File: src/sv/pal_pkg.sv
`default_nettype none

package pal_pkg;

  // Default geometry of the list storage.
  localparam int MAX_ENTRIES_DEF = 16;
  localparam int WORD_BITS_DEF   = 32;

  // Index width that covers positions and counts for up to 256 entries.
  localparam int IDX_BITS = 9;

  // Capacity register.
  localparam int               CAP_BITS  = 5;
  localparam logic [CAP_BITS-1:0] CAP_RESET = 5'd16;

  typedef logic [IDX_BITS-1:0] idx_t;

  // Operation codes carried by a request.
  typedef enum logic [1:0] {
    FN_INSERT = 2'd0,
    FN_GET    = 2'd1,
    FN_DELETE = 2'd2,
    FN_CLEAR  = 2'd3
  } func_e;

  // Status codes carried by a response.
  typedef enum logic [1:0] {
    ST_OK    = 2'd0,
    ST_FULL  = 2'd1,
    ST_RANGE = 2'd2
  } status_e;

  // Command broadcast from the controller to every cell of the row.
  typedef struct packed {
    logic do_ins;
    logic do_del;
    idx_t pos;
    idx_t count;
  } cell_cmd_t;

endpackage

`default_nettype wire

File: src/sv/pal_req_if.sv
`default_nettype none

// Request channel: operation, position and word to insert.
interface pal_req_if;
  logic        valid;
  logic        ready;
  logic [1:0]  func;
  logic [7:0]  position;
  logic [31:0] write_value;

  modport source (output valid, func, position, write_value, input ready);
  modport sink   (input valid, func, position, write_value, output ready);
endinterface

`default_nettype wire

File: src/sv/pal_rsp_if.sv
`default_nettype none

// Response channel: word read, status and entry count.
interface pal_rsp_if;
  logic        valid;
  logic        ready;
  logic [31:0] read_value;
  logic [1:0]  status;
  logic [4:0]  entry_count;

  modport source (output valid, read_value, status, entry_count, input ready);
  modport sink   (input valid, read_value, status, entry_count, output ready);
endinterface

`default_nettype wire

File: src/sv/positional_array_list.sv
// Ordered list of words with positional insert, get, delete and clear.
// The entries live in a row of cells; on insert every later cell takes its
// lower neighbor's word and on delete its upper neighbor's word, all in the
// same clock edge, so one request is accepted per cycle unless the output
// stalls, and its response appears in the output register on the following
// cycle. The limit on rate is the update of the cell row together with the
// OR reduction that reads the addressed cell. A full response register
// stalls requests only until the response is taken. The capacity register
// (reset 16, clamped to MAX_ENTRIES) may be written only while no request
// is pending. Cell contents are not reset; the entry count is.
`default_nettype none

module positional_array_list #(
  parameter int MAX_ENTRIES = pal_pkg::MAX_ENTRIES_DEF,
  parameter int WORD_BITS   = pal_pkg::WORD_BITS_DEF
) (
  input  wire logic                          clk_i,
  input  wire logic                          rst_ni,
  pal_req_if.sink                            req,
  pal_rsp_if.source                          rsp,
  input  wire logic                          cfg_we_i,
  input  wire logic [pal_pkg::CAP_BITS-1:0]  cfg_data_i
);

  pal_pkg::cell_cmd_t   cmd;
  logic [WORD_BITS-1:0] new_word;
  logic [WORD_BITS-1:0] rd_word;
  logic [WORD_BITS-1:0] words     [MAX_ENTRIES];
  logic [WORD_BITS-1:0] hit_words [MAX_ENTRIES];

  pal_ctrl #(
    .MAX_ENTRIES (MAX_ENTRIES),
    .WORD_BITS   (WORD_BITS)
  ) u_ctrl (
    .clk_i      (clk_i),
    .rst_ni     (rst_ni),
    .req        (req),
    .rsp        (rsp),
    .cfg_we_i   (cfg_we_i),
    .cfg_data_i (cfg_data_i),
    .rd_word_i  (rd_word),
    .new_word_o (new_word),
    .cmd_o      (cmd)
  );

  // Row of cells, each linked to both neighbors.
  for (genvar g = 0; g < MAX_ENTRIES; g++) begin : g_cell
    logic [WORD_BITS-1:0] left_word, right_word;
    if (g == 0) begin : g_first
      assign left_word = '0;
    end else begin : g_inner_l
      assign left_word = words[g-1];
    end
    if (g == MAX_ENTRIES - 1) begin : g_last
      assign right_word = '0;
    end else begin : g_inner_r
      assign right_word = words[g+1];
    end

    pal_cell #(
      .IDX       (g),
      .WORD_BITS (WORD_BITS)
    ) u_cell (
      .clk_i        (clk_i),
      .cmd_i        (cmd),
      .new_word_i   (new_word),
      .left_word_i  (left_word),
      .right_word_i (right_word),
      .word_o       (words[g]),
      .hit_word_o   (hit_words[g])
    );
  end

  // Only the addressed cell offers a nonzero word, so an OR selects it.
  always_comb begin
    rd_word = '0;
    for (int i = 0; i < MAX_ENTRIES; i++) begin
      rd_word = rd_word | hit_words[i];
    end
  end

endmodule

`default_nettype wire

File: src/sv/pal_cell.sv
`default_nettype none

module pal_cell #(
  parameter int IDX       = 0,
  parameter int WORD_BITS = pal_pkg::WORD_BITS_DEF
) (
  input  wire logic                  clk_i,
  input  wire pal_pkg::cell_cmd_t    cmd_i,
  input  wire logic [WORD_BITS-1:0]  new_word_i,
  input  wire logic [WORD_BITS-1:0]  left_word_i,
  input  wire logic [WORD_BITS-1:0]  right_word_i,
  output logic      [WORD_BITS-1:0]  word_o,
  output logic      [WORD_BITS-1:0]  hit_word_o
);

  localparam pal_pkg::idx_t MY     = pal_pkg::idx_t'(IDX);
  localparam pal_pkg::idx_t MY_NXT = pal_pkg::idx_t'(IDX + 1);

  logic [WORD_BITS-1:0] word_q, word_d;

  // Insert loads the new word at its position and moves later entries up;
  // delete pulls later entries down over the removed one.
  always_comb begin
    word_d = word_q;
    if (cmd_i.do_ins) begin
      if (MY == cmd_i.pos) begin
        word_d = new_word_i;
      end else if (MY > cmd_i.pos && MY <= cmd_i.count) begin
        word_d = left_word_i;
      end
    end else if (cmd_i.do_del) begin
      if (MY >= cmd_i.pos && MY_NXT < cmd_i.count) begin
        word_d = right_word_i;
      end
    end
  end

  always_ff @(posedge clk_i) begin
    word_q <= word_d;
  end

  assign word_o     = word_q;
  // The addressed cell offers its old word to the read reduction.
  assign hit_word_o = (MY == cmd_i.pos) ? word_q : '0;

endmodule

`default_nettype wire

File: src/sv/pal_ctrl.sv
`default_nettype none

module pal_ctrl #(
  parameter int MAX_ENTRIES = pal_pkg::MAX_ENTRIES_DEF,
  parameter int WORD_BITS   = pal_pkg::WORD_BITS_DEF
) (
  input  wire logic                          clk_i,
  input  wire logic                          rst_ni,
  pal_req_if.sink                            req,
  pal_rsp_if.source                          rsp,
  input  wire logic                          cfg_we_i,
  input  wire logic [pal_pkg::CAP_BITS-1:0]  cfg_data_i,
  input  wire logic [WORD_BITS-1:0]          rd_word_i,
  output logic      [WORD_BITS-1:0]          new_word_o,
  output pal_pkg::cell_cmd_t                 cmd_o
);

  localparam int CW = $clog2(MAX_ENTRIES + 1);
  localparam int KW = (CW > 8) ? CW : 8;

  logic [CW-1:0]                count_q, count_d;
  logic [pal_pkg::CAP_BITS-1:0] cap_q;
  logic                         rsp_valid_q;
  logic [31:0]                  rsp_value_q;
  pal_pkg::status_e             rsp_status_q;
  logic [4:0]                   rsp_count_q;

  logic [KW-1:0]    count_k, cap_k, max_k, usable_k, pos_k;
  logic             full, out_of_range, accept;
  pal_pkg::func_e   func;
  pal_pkg::status_e status_d;
  logic [31:0]      value_d;

  assign accept  = req.valid && req.ready;
  assign func    = pal_pkg::func_e'(req.func);
  assign count_k = KW'(count_q);
  assign cap_k   = KW'(cap_q);
  assign max_k   = KW'(MAX_ENTRIES);
  assign pos_k   = KW'(req.position);

  // Capacity above the built depth saturates to the depth.
  assign usable_k     = (cap_k > max_k) ? max_k : cap_k;
  assign full         = count_k >= usable_k;
  assign out_of_range = pos_k >= count_k;

  // Decode the request into a cell command, the next count and a response.
  always_comb begin
    cmd_o        = '0;
    cmd_o.count  = pal_pkg::idx_t'(count_q);
    cmd_o.pos    = pal_pkg::idx_t'(pos_k);
    count_d      = count_q;
    status_d     = pal_pkg::ST_OK;
    value_d      = '0;
    unique case (func)
      pal_pkg::FN_INSERT: begin
        if (full) begin
          status_d = pal_pkg::ST_FULL;
        end else begin
          cmd_o.do_ins = accept;
          if (out_of_range) begin
            cmd_o.pos = pal_pkg::idx_t'(count_q);
          end
          count_d = count_q + CW'(1);
        end
      end
      pal_pkg::FN_GET: begin
        if (out_of_range) begin
          status_d = pal_pkg::ST_RANGE;
        end else begin
          value_d = 32'(rd_word_i);
        end
      end
      pal_pkg::FN_DELETE: begin
        if (out_of_range) begin
          status_d = pal_pkg::ST_RANGE;
        end else begin
          cmd_o.do_del = accept;
          value_d      = 32'(rd_word_i);
          count_d      = count_q - CW'(1);
        end
      end
      pal_pkg::FN_CLEAR: begin
        count_d = '0;
      end
      default: begin
        count_d = count_q;
      end
    endcase
  end

  assign new_word_o = WORD_BITS'(req.write_value);

  // A new request is taken whenever the response register is free or drains.
  assign req.ready = !rsp_valid_q || rsp.ready;

  // Count, capacity and response valid.
  always_ff @(posedge clk_i or negedge rst_ni) begin
    if (!rst_ni) begin
      count_q     <= '0;
      cap_q       <= pal_pkg::CAP_RESET;
      rsp_valid_q <= 1'b0;
    end else begin
      if (cfg_we_i) begin
        cap_q <= cfg_data_i;
      end
      if (accept) begin
        count_q     <= count_d;
        rsp_valid_q <= 1'b1;
      end else if (rsp.ready) begin
        rsp_valid_q <= 1'b0;
      end
    end
  end

  // Response payload.
  always_ff @(posedge clk_i) begin
    if (accept) begin
      rsp_value_q  <= value_d;
      rsp_status_q <= status_d;
      rsp_count_q  <= 5'(count_d);
    end
  end

  assign rsp.valid       = rsp_valid_q;
  assign rsp.read_value  = rsp_value_q;
  assign rsp.status      = rsp_status_q;
  assign rsp.entry_count = rsp_count_q;

endmodule

`default_nettype wire

File: src/flat_wrapper.sv
// flat-port wrapper written by rule: the top's interface ports become plain ports
module positional_array_list_flat 
#(
  parameter int MAX_ENTRIES = pal_pkg::MAX_ENTRIES_DEF,
  parameter int WORD_BITS   = pal_pkg::WORD_BITS_DEF
)
  (clk_i, rst_ni, cfg_we_i, cfg_data_i, req_valid, req_func, req_position, req_write_value, req_ready, rsp_valid, rsp_read_value, rsp_status, rsp_entry_count, rsp_ready);
  pal_req_if req_i ();
  pal_rsp_if rsp_i ();
  input  wire logic clk_i;
  input  wire logic rst_ni;
  input  wire logic cfg_we_i;
  input  wire logic [pal_pkg::CAP_BITS-1:0] cfg_data_i;
  input wire logic [$bits(req_i.valid)-1:0] req_valid;
  input wire logic [$bits(req_i.func)-1:0] req_func;
  input wire logic [$bits(req_i.position)-1:0] req_position;
  input wire logic [$bits(req_i.write_value)-1:0] req_write_value;
  output wire logic [$bits(req_i.ready)-1:0] req_ready;
  output wire logic [$bits(rsp_i.valid)-1:0] rsp_valid;
  output wire logic [$bits(rsp_i.read_value)-1:0] rsp_read_value;
  output wire logic [$bits(rsp_i.status)-1:0] rsp_status;
  output wire logic [$bits(rsp_i.entry_count)-1:0] rsp_entry_count;
  input wire logic [$bits(rsp_i.ready)-1:0] rsp_ready;
  assign req_i.valid = req_valid;
  assign req_i.func = req_func;
  assign req_i.position = req_position;
  assign req_i.write_value = req_write_value;
  assign req_ready = req_i.ready;
  assign rsp_valid = rsp_i.valid;
  assign rsp_read_value = rsp_i.read_value;
  assign rsp_status = rsp_i.status;
  assign rsp_entry_count = rsp_i.entry_count;
  assign rsp_i.ready = rsp_ready;
  positional_array_list #(.MAX_ENTRIES(MAX_ENTRIES), .WORD_BITS(WORD_BITS)) u_core (.clk_i(clk_i), .rst_ni(rst_ni), .req(req_i), .rsp(rsp_i), .cfg_we_i(cfg_we_i), .cfg_data_i(cfg_data_i));
endmodule
File: config.mk
export PLATFORM = sky130hd
export DESIGN_NAME = positional_array_list_flat
export DESIGN_NICKNAME = d
export VERILOG_FILES = /design/src/sv/pal_pkg.sv /design/src/sv/pal_req_if.sv /design/src/sv/pal_rsp_if.sv /design/src/sv/positional_array_list.sv /design/src/sv/pal_cell.sv /design/src/sv/pal_ctrl.sv /design/src/flat_wrapper.sv
export SDC_FILE = /design/constraint.sdc
export NUM_CORES = 1
export LEC_CHECK = 0
export ABC_CLOCK_PERIOD_IN_PS = 7500
export BUFFER_PORTS_ARGS = -buffer_cell sky130_fd_sc_hd__buf_4
export CAP_MARGIN = 20
export CELL_PAD_IN_SITES_DETAIL_PLACEMENT = 2
export CELL_PAD_IN_SITES_GLOBAL_PLACEMENT = 2
export CORE_MARGIN = 2
export CORE_UTILIZATION = 29
export CTS_CLUSTER_DIAMETER = 200
export CTS_CLUSTER_SIZE = 24
export DETAILED_ROUTE_END_ITERATION = 12
export HOLD_SLACK_MARGIN = 0.05
export PLACE_DENSITY_LB_ADDON = 0.05
export SLEW_MARGIN = 20
export SYNTH_ARGS = -nofsm -noshare
export SYNTH_HDL_FRONTEND = slang
export SYNTH_SLANG_ARGS = --single-unit
File: constraint.sdc
create_clock -name clk_i -period 7.5 [get_ports clk_i]
set_input_delay 0.375 -clock clk_i [delete_from_list [all_inputs] [get_ports clk_i]]
set_output_delay 0.375 -clock clk_i [all_outputs]
set_load 0.005 [all_outputs]
==> impl_metrics.env <==
export IMPL_fin_util_pct=32.0
export IMPL_critPathCaptureType="register"
export IMPL_first_global_vias=30400
export IMPL_clock_latency_ns=0.67
export IMPL_fin_setup_tns_ns=0
export IMPL_clock_fmax_mhz=186
export IMPL_area_delta_synth_final_pct=9.70
export IMPL_busiest_layer="met2"
export IMPL_cts_setup_buffers=0
export IMPL_clk_path_buf_depth=3
export IMPL_cts_sinks=562
export IMPL_drv_cap=0
export IMPL_synth_nets=3542
export IMPL_stdcell_area_um2=35300
export IMPL_initial_core_util_pct=29.1
export IMPL_rsz0062_at_grt="no"
export IMPL_ant_nets=0
export IMPL_use_met1_pct=41.8
export IMPL_place_gp_congestion=0.865
export IMPL_num_vias=29300
export IMPL_grt_pass1_wl_um=240000
export IMPL_fp_dieH_um=337
export IMPL_p_leak_nw=11.7
export IMPL_cts_tree="done"
export IMPL_avgSynthCellArea_um2=9.26
export IMPL_fin_nets=3458
export IMPL_maxSlewViolCount=0
export IMPL_synth_area_leaders="edfxtp_1 (51%), nand2_1 (11%), a31oi_1 (7.1%)"
export IMPL_placementRows=122
export IMPL_synth_async_reset_ratio_pct=1.96
export IMPL_worstMarginPinSlew_ns=1.31
export IMPL_use_met2_pct=47.6
export IMPL_status="completed"
export IMPL_dr_first_iter_drc_count=2962
export IMPL_path_max_fanout=27
export IMPL_die_w_um=337
export IMPL_firstDrtPassIters=5
export IMPL_fillers=12200
export IMPL_grt_ovfl_total=0
export IMPL_yosysMostFrequentCell="nand2_1"
export IMPL_ys_seq_elements=562
export IMPL_cp_required_ns=7.81
export IMPL_synth_edf_count=551
export IMPL_skew_ns=0.0250
export IMPL_arrival_ns=5.70
export IMPL_hold_class="primary input to async pin"
export IMPL_ir_drop_mv=0.184
export IMPL_yosys_warnings=0
export IMPL_r2r_end="u_core.g_cell[3].u_cell.word_o[4]$_DFFE_PP_"
export IMPL_rrSetupSlack_ns=2.12
export IMPL_crit_type="register to register"
export IMPL_place_worst_setup_slack_ns=2.29
export IMPL_cts_buffers=27
export IMPL_clkTransAtPathRegs_ns=0.12
export IMPL_die_area_um2=114000
export IMPL_clockRootBuffer="clkbuf_16"
export IMPL_placed_cells=4835
export IMPL_dpl_instance_area_um2=34400
export IMPL_synth_top_area_cell="edfxtp_1"
export IMPL_syn_area_um2=32200
export IMPL_final_cell_count_no_fill=4886
export IMPL_crit_path_start_kind="register"
export IMPL_ios=93
export IMPL_fin_crit_ns=5.38
export IMPL_finalHoldViolations=0
export IMPL_synth_cell_types=68
export IMPL_track_usage_pct=29.5
export IMPL_yosysSeqAreaShare_pct=52.3
export IMPL_remaining_drc_errors=0
export IMPL_routed_wl_um=171000
export IMPL_synth_top_cells_by_count="nand2_1 (954), edfxtp_1 (551), nor2_1 (368)"
export IMPL_grt_max_degree=207
export IMPL_worstReg2RegStart="u_core.u_ctrl.count_q[3]$_DFFE_PN0P_"
export IMPL_ys_flop_type="edfxtp_1"
export IMPL_core_area_um2=110000
export IMPL_antenna_found_initial=9
export IMPL_fin_crit_sh_pct=71.8
export IMPL_fin_ws_ns=2.12
export IMPL_p_per_area_nw_per_um2=178
export IMPL_r2r_cells=11
export IMPL_hpwl_um=103000
export IMPL_drive_gt1_share_pct=9.51
export IMPL_max_slew_margin_pct=12.6
export IMPL_wl_per_cell_um=35.0
export IMPL_h_tree_depth=1
export IMPL_port_buffers=92
export IMPL_via_per_inst=5.99
export IMPL_setup_viol=0
export IMPL_synth_top_area_share_pct=51.5
export IMPL_grt_util_met3_pct=3.35
export IMPL_synthCells=3471
==> where the power goes <==
group	switching [mW]	internal (mW)	total, mW	leakage (nW)
Clock	1.17	0.673	1.85	0.357
Sequential	0.0531	3.50	3.55	5.17
Combinational	0.633	0.238	0.871	6.14
Total	1.86	4.41	6.27	11.7
==> layout make-up <==
type	count	area, um2	area share, %
inverters	34	128	0.362
repair buffers	204	1670	4.73
clock buffers	36	709	2.01
diodes	1	2.50	0.00710
well taps	1488	1860	5.28
clock inverters	3	26.3	0.0745
multi-input cells	2558	14100	39.8
flip-flops and latches	562	16800	47.7
==> placed cells by master (no fill, tap or decap), types with 4 or more instances in the layout <==
| master | synthesis | routed |
|---|---|---|
| a22oi_1 | 22 | 22 |
| a221oi_1 | 53 | 53 |
| a221oi_2 | 12 | 12 |
| o21ai_0 | 249 | 248 |
| a41oi_1 | 4 | 4 |
| clkbuf_1 | 209 | 9 |
| edfxtp_1 | 551 | 551 |
| a31oi_1 | 365 | 364 |
| ha_1 | 19 | 19 |
| or2_4 | 0 | 14 |
| nand2_1 | 954 | 952 |
| a22o_1 | 118 | 118 |
| o21ai_1 | 13 | 13 |
| a21oi_1 | 59 | 57 |
| dlygate4sd3_1 | 0 | 11 |
| clkbuf_16 | 0 | 27 |
| o2111ai_1 | 24 | 24 |
| dfrtp_1 | 10 | 10 |
| nand4_1 | 5 | 5 |
| inv_1 | 32 | 32 |
| mux2_2 | 8 | 8 |
| nor2_1 | 368 | 355 |
| buf_12 | 0 | 7 |
| nand3_1 | 11 | 11 |
| nor3_1 | 54 | 47 |
| nor3_2 | 1 | 8 |
| a21oi_2 | 5 | 6 |
| nor2b_1 | 4 | 4 |
| a21oi_4 | 5 | 6 |
| o211ai_1 | 5 | 5 |
| and4_1 | 5 | 5 |
| mux2i_1 | 124 | 124 |
| nor2_4 | 0 | 14 |
| buf_4 | 26 | 185 |
==> worst max-delay path by stage <==
stage	slack [ns]	startpoint	cells after the start	endpoint
6_report	2.12	u_core.u_ctrl.count_q[3]$_DFFE_PN0P_	11	u_core.g_cell[3].u_cell.word_o[4]$_DFFE_PP_
4_1_cts	2.26	u_core.u_ctrl.count_q[0]$_DFFE_PN0P_	11	u_core.g_cell[3].u_cell.word_o[9]$_DFFE_PP_
3_3_place_gp	2.33	u_core.u_ctrl.count_q[0]$_DFFE_PN0P_	11	u_core.g_cell[3].u_cell.word_o[11]$_DFFE_PP_
5_1_grt	1.87	u_core.u_ctrl.count_q[0]$_DFFE_PN0P_	11	u_core.g_cell[3].u_cell.word_o[4]$_DFFE_PP_
3_5_place_dp	2.29	u_core.u_ctrl.count_q[0]$_DFFE_PN0P_	11	u_core.g_cell[3].u_cell.word_o[9]$_DFFE_PP_
2_1_floorplan	1.81	u_core.u_ctrl.count_q[0]$_DFFE_PN0P_	14	u_core.g_cell[5].u_cell.word_o[0]$_DFFE_PP_
==> per-layer routing <==
metal,routed length [um],vias up
met5,16,-
met2,78000,1016
met1,78700,15600
li1,-,12500
met4,4730,4
met3,9640,232
==> critical path: stages (launching register included) <==
cell and delay (ns):
dfrtp_1 0.67, inv_1 0.26, ha_1 0.36, o211ai_1 0.09, nor2_1 0.23, o32a_2 0.79
nand2_4 0.34, nor3_1 0.23, o21ai_0 0.27, a31oi_1 0.34, a2bb2oi_4 0.83, buf_4 0.53
==> timing repair <==
action,in CTS,in global routing
hold endpoints to repair,17,0
resized for setup,0,0
hold buffers,11,0
==> stage by stage <==
step	power [mW]	hold WS [ns]
2_1_floorplan	4.09	0.0794
6_report	6.27	0.0878
3_5_place_dp	4.47	0.235
5_1_grt	6.46	0.0783
4_1_cts	6.30	0.0529
3_3_place_gp	4.45	0.231
==> cells by family (layout without fill, tap and decap cells) <==
group | count (synthesis) | after routing | synth area share, %
AOI/OAI and AO/OA | 966 | 966 | 20.0
adders and majority gates | 19 | 19 | 0.739
buffers and inverters | 351 | 277 | 5.12
DFF | 562 | 562 | 52.3
muxes | 133 | 133 | 4.18
other | 0 | 1 | 0
and+or+nand+nor | 1440 | 1440 | 17.6
==> sequential cells by signal, indices dropped and copies added (netlist names) <==
name and count:
u_core.g_cell.u_cell.word_o 512, u_core.u_ctrl.rsp.read_value 32, u_core.u_ctrl.cap_q 5, u_core.u_ctrl.count_q 5, u_core.u_ctrl.rsp.entry_count 5, u_core.u_ctrl.rsp.status 2, u_core.u_ctrl.rsp.valid 1
Power figures use the tool's default switching activity.
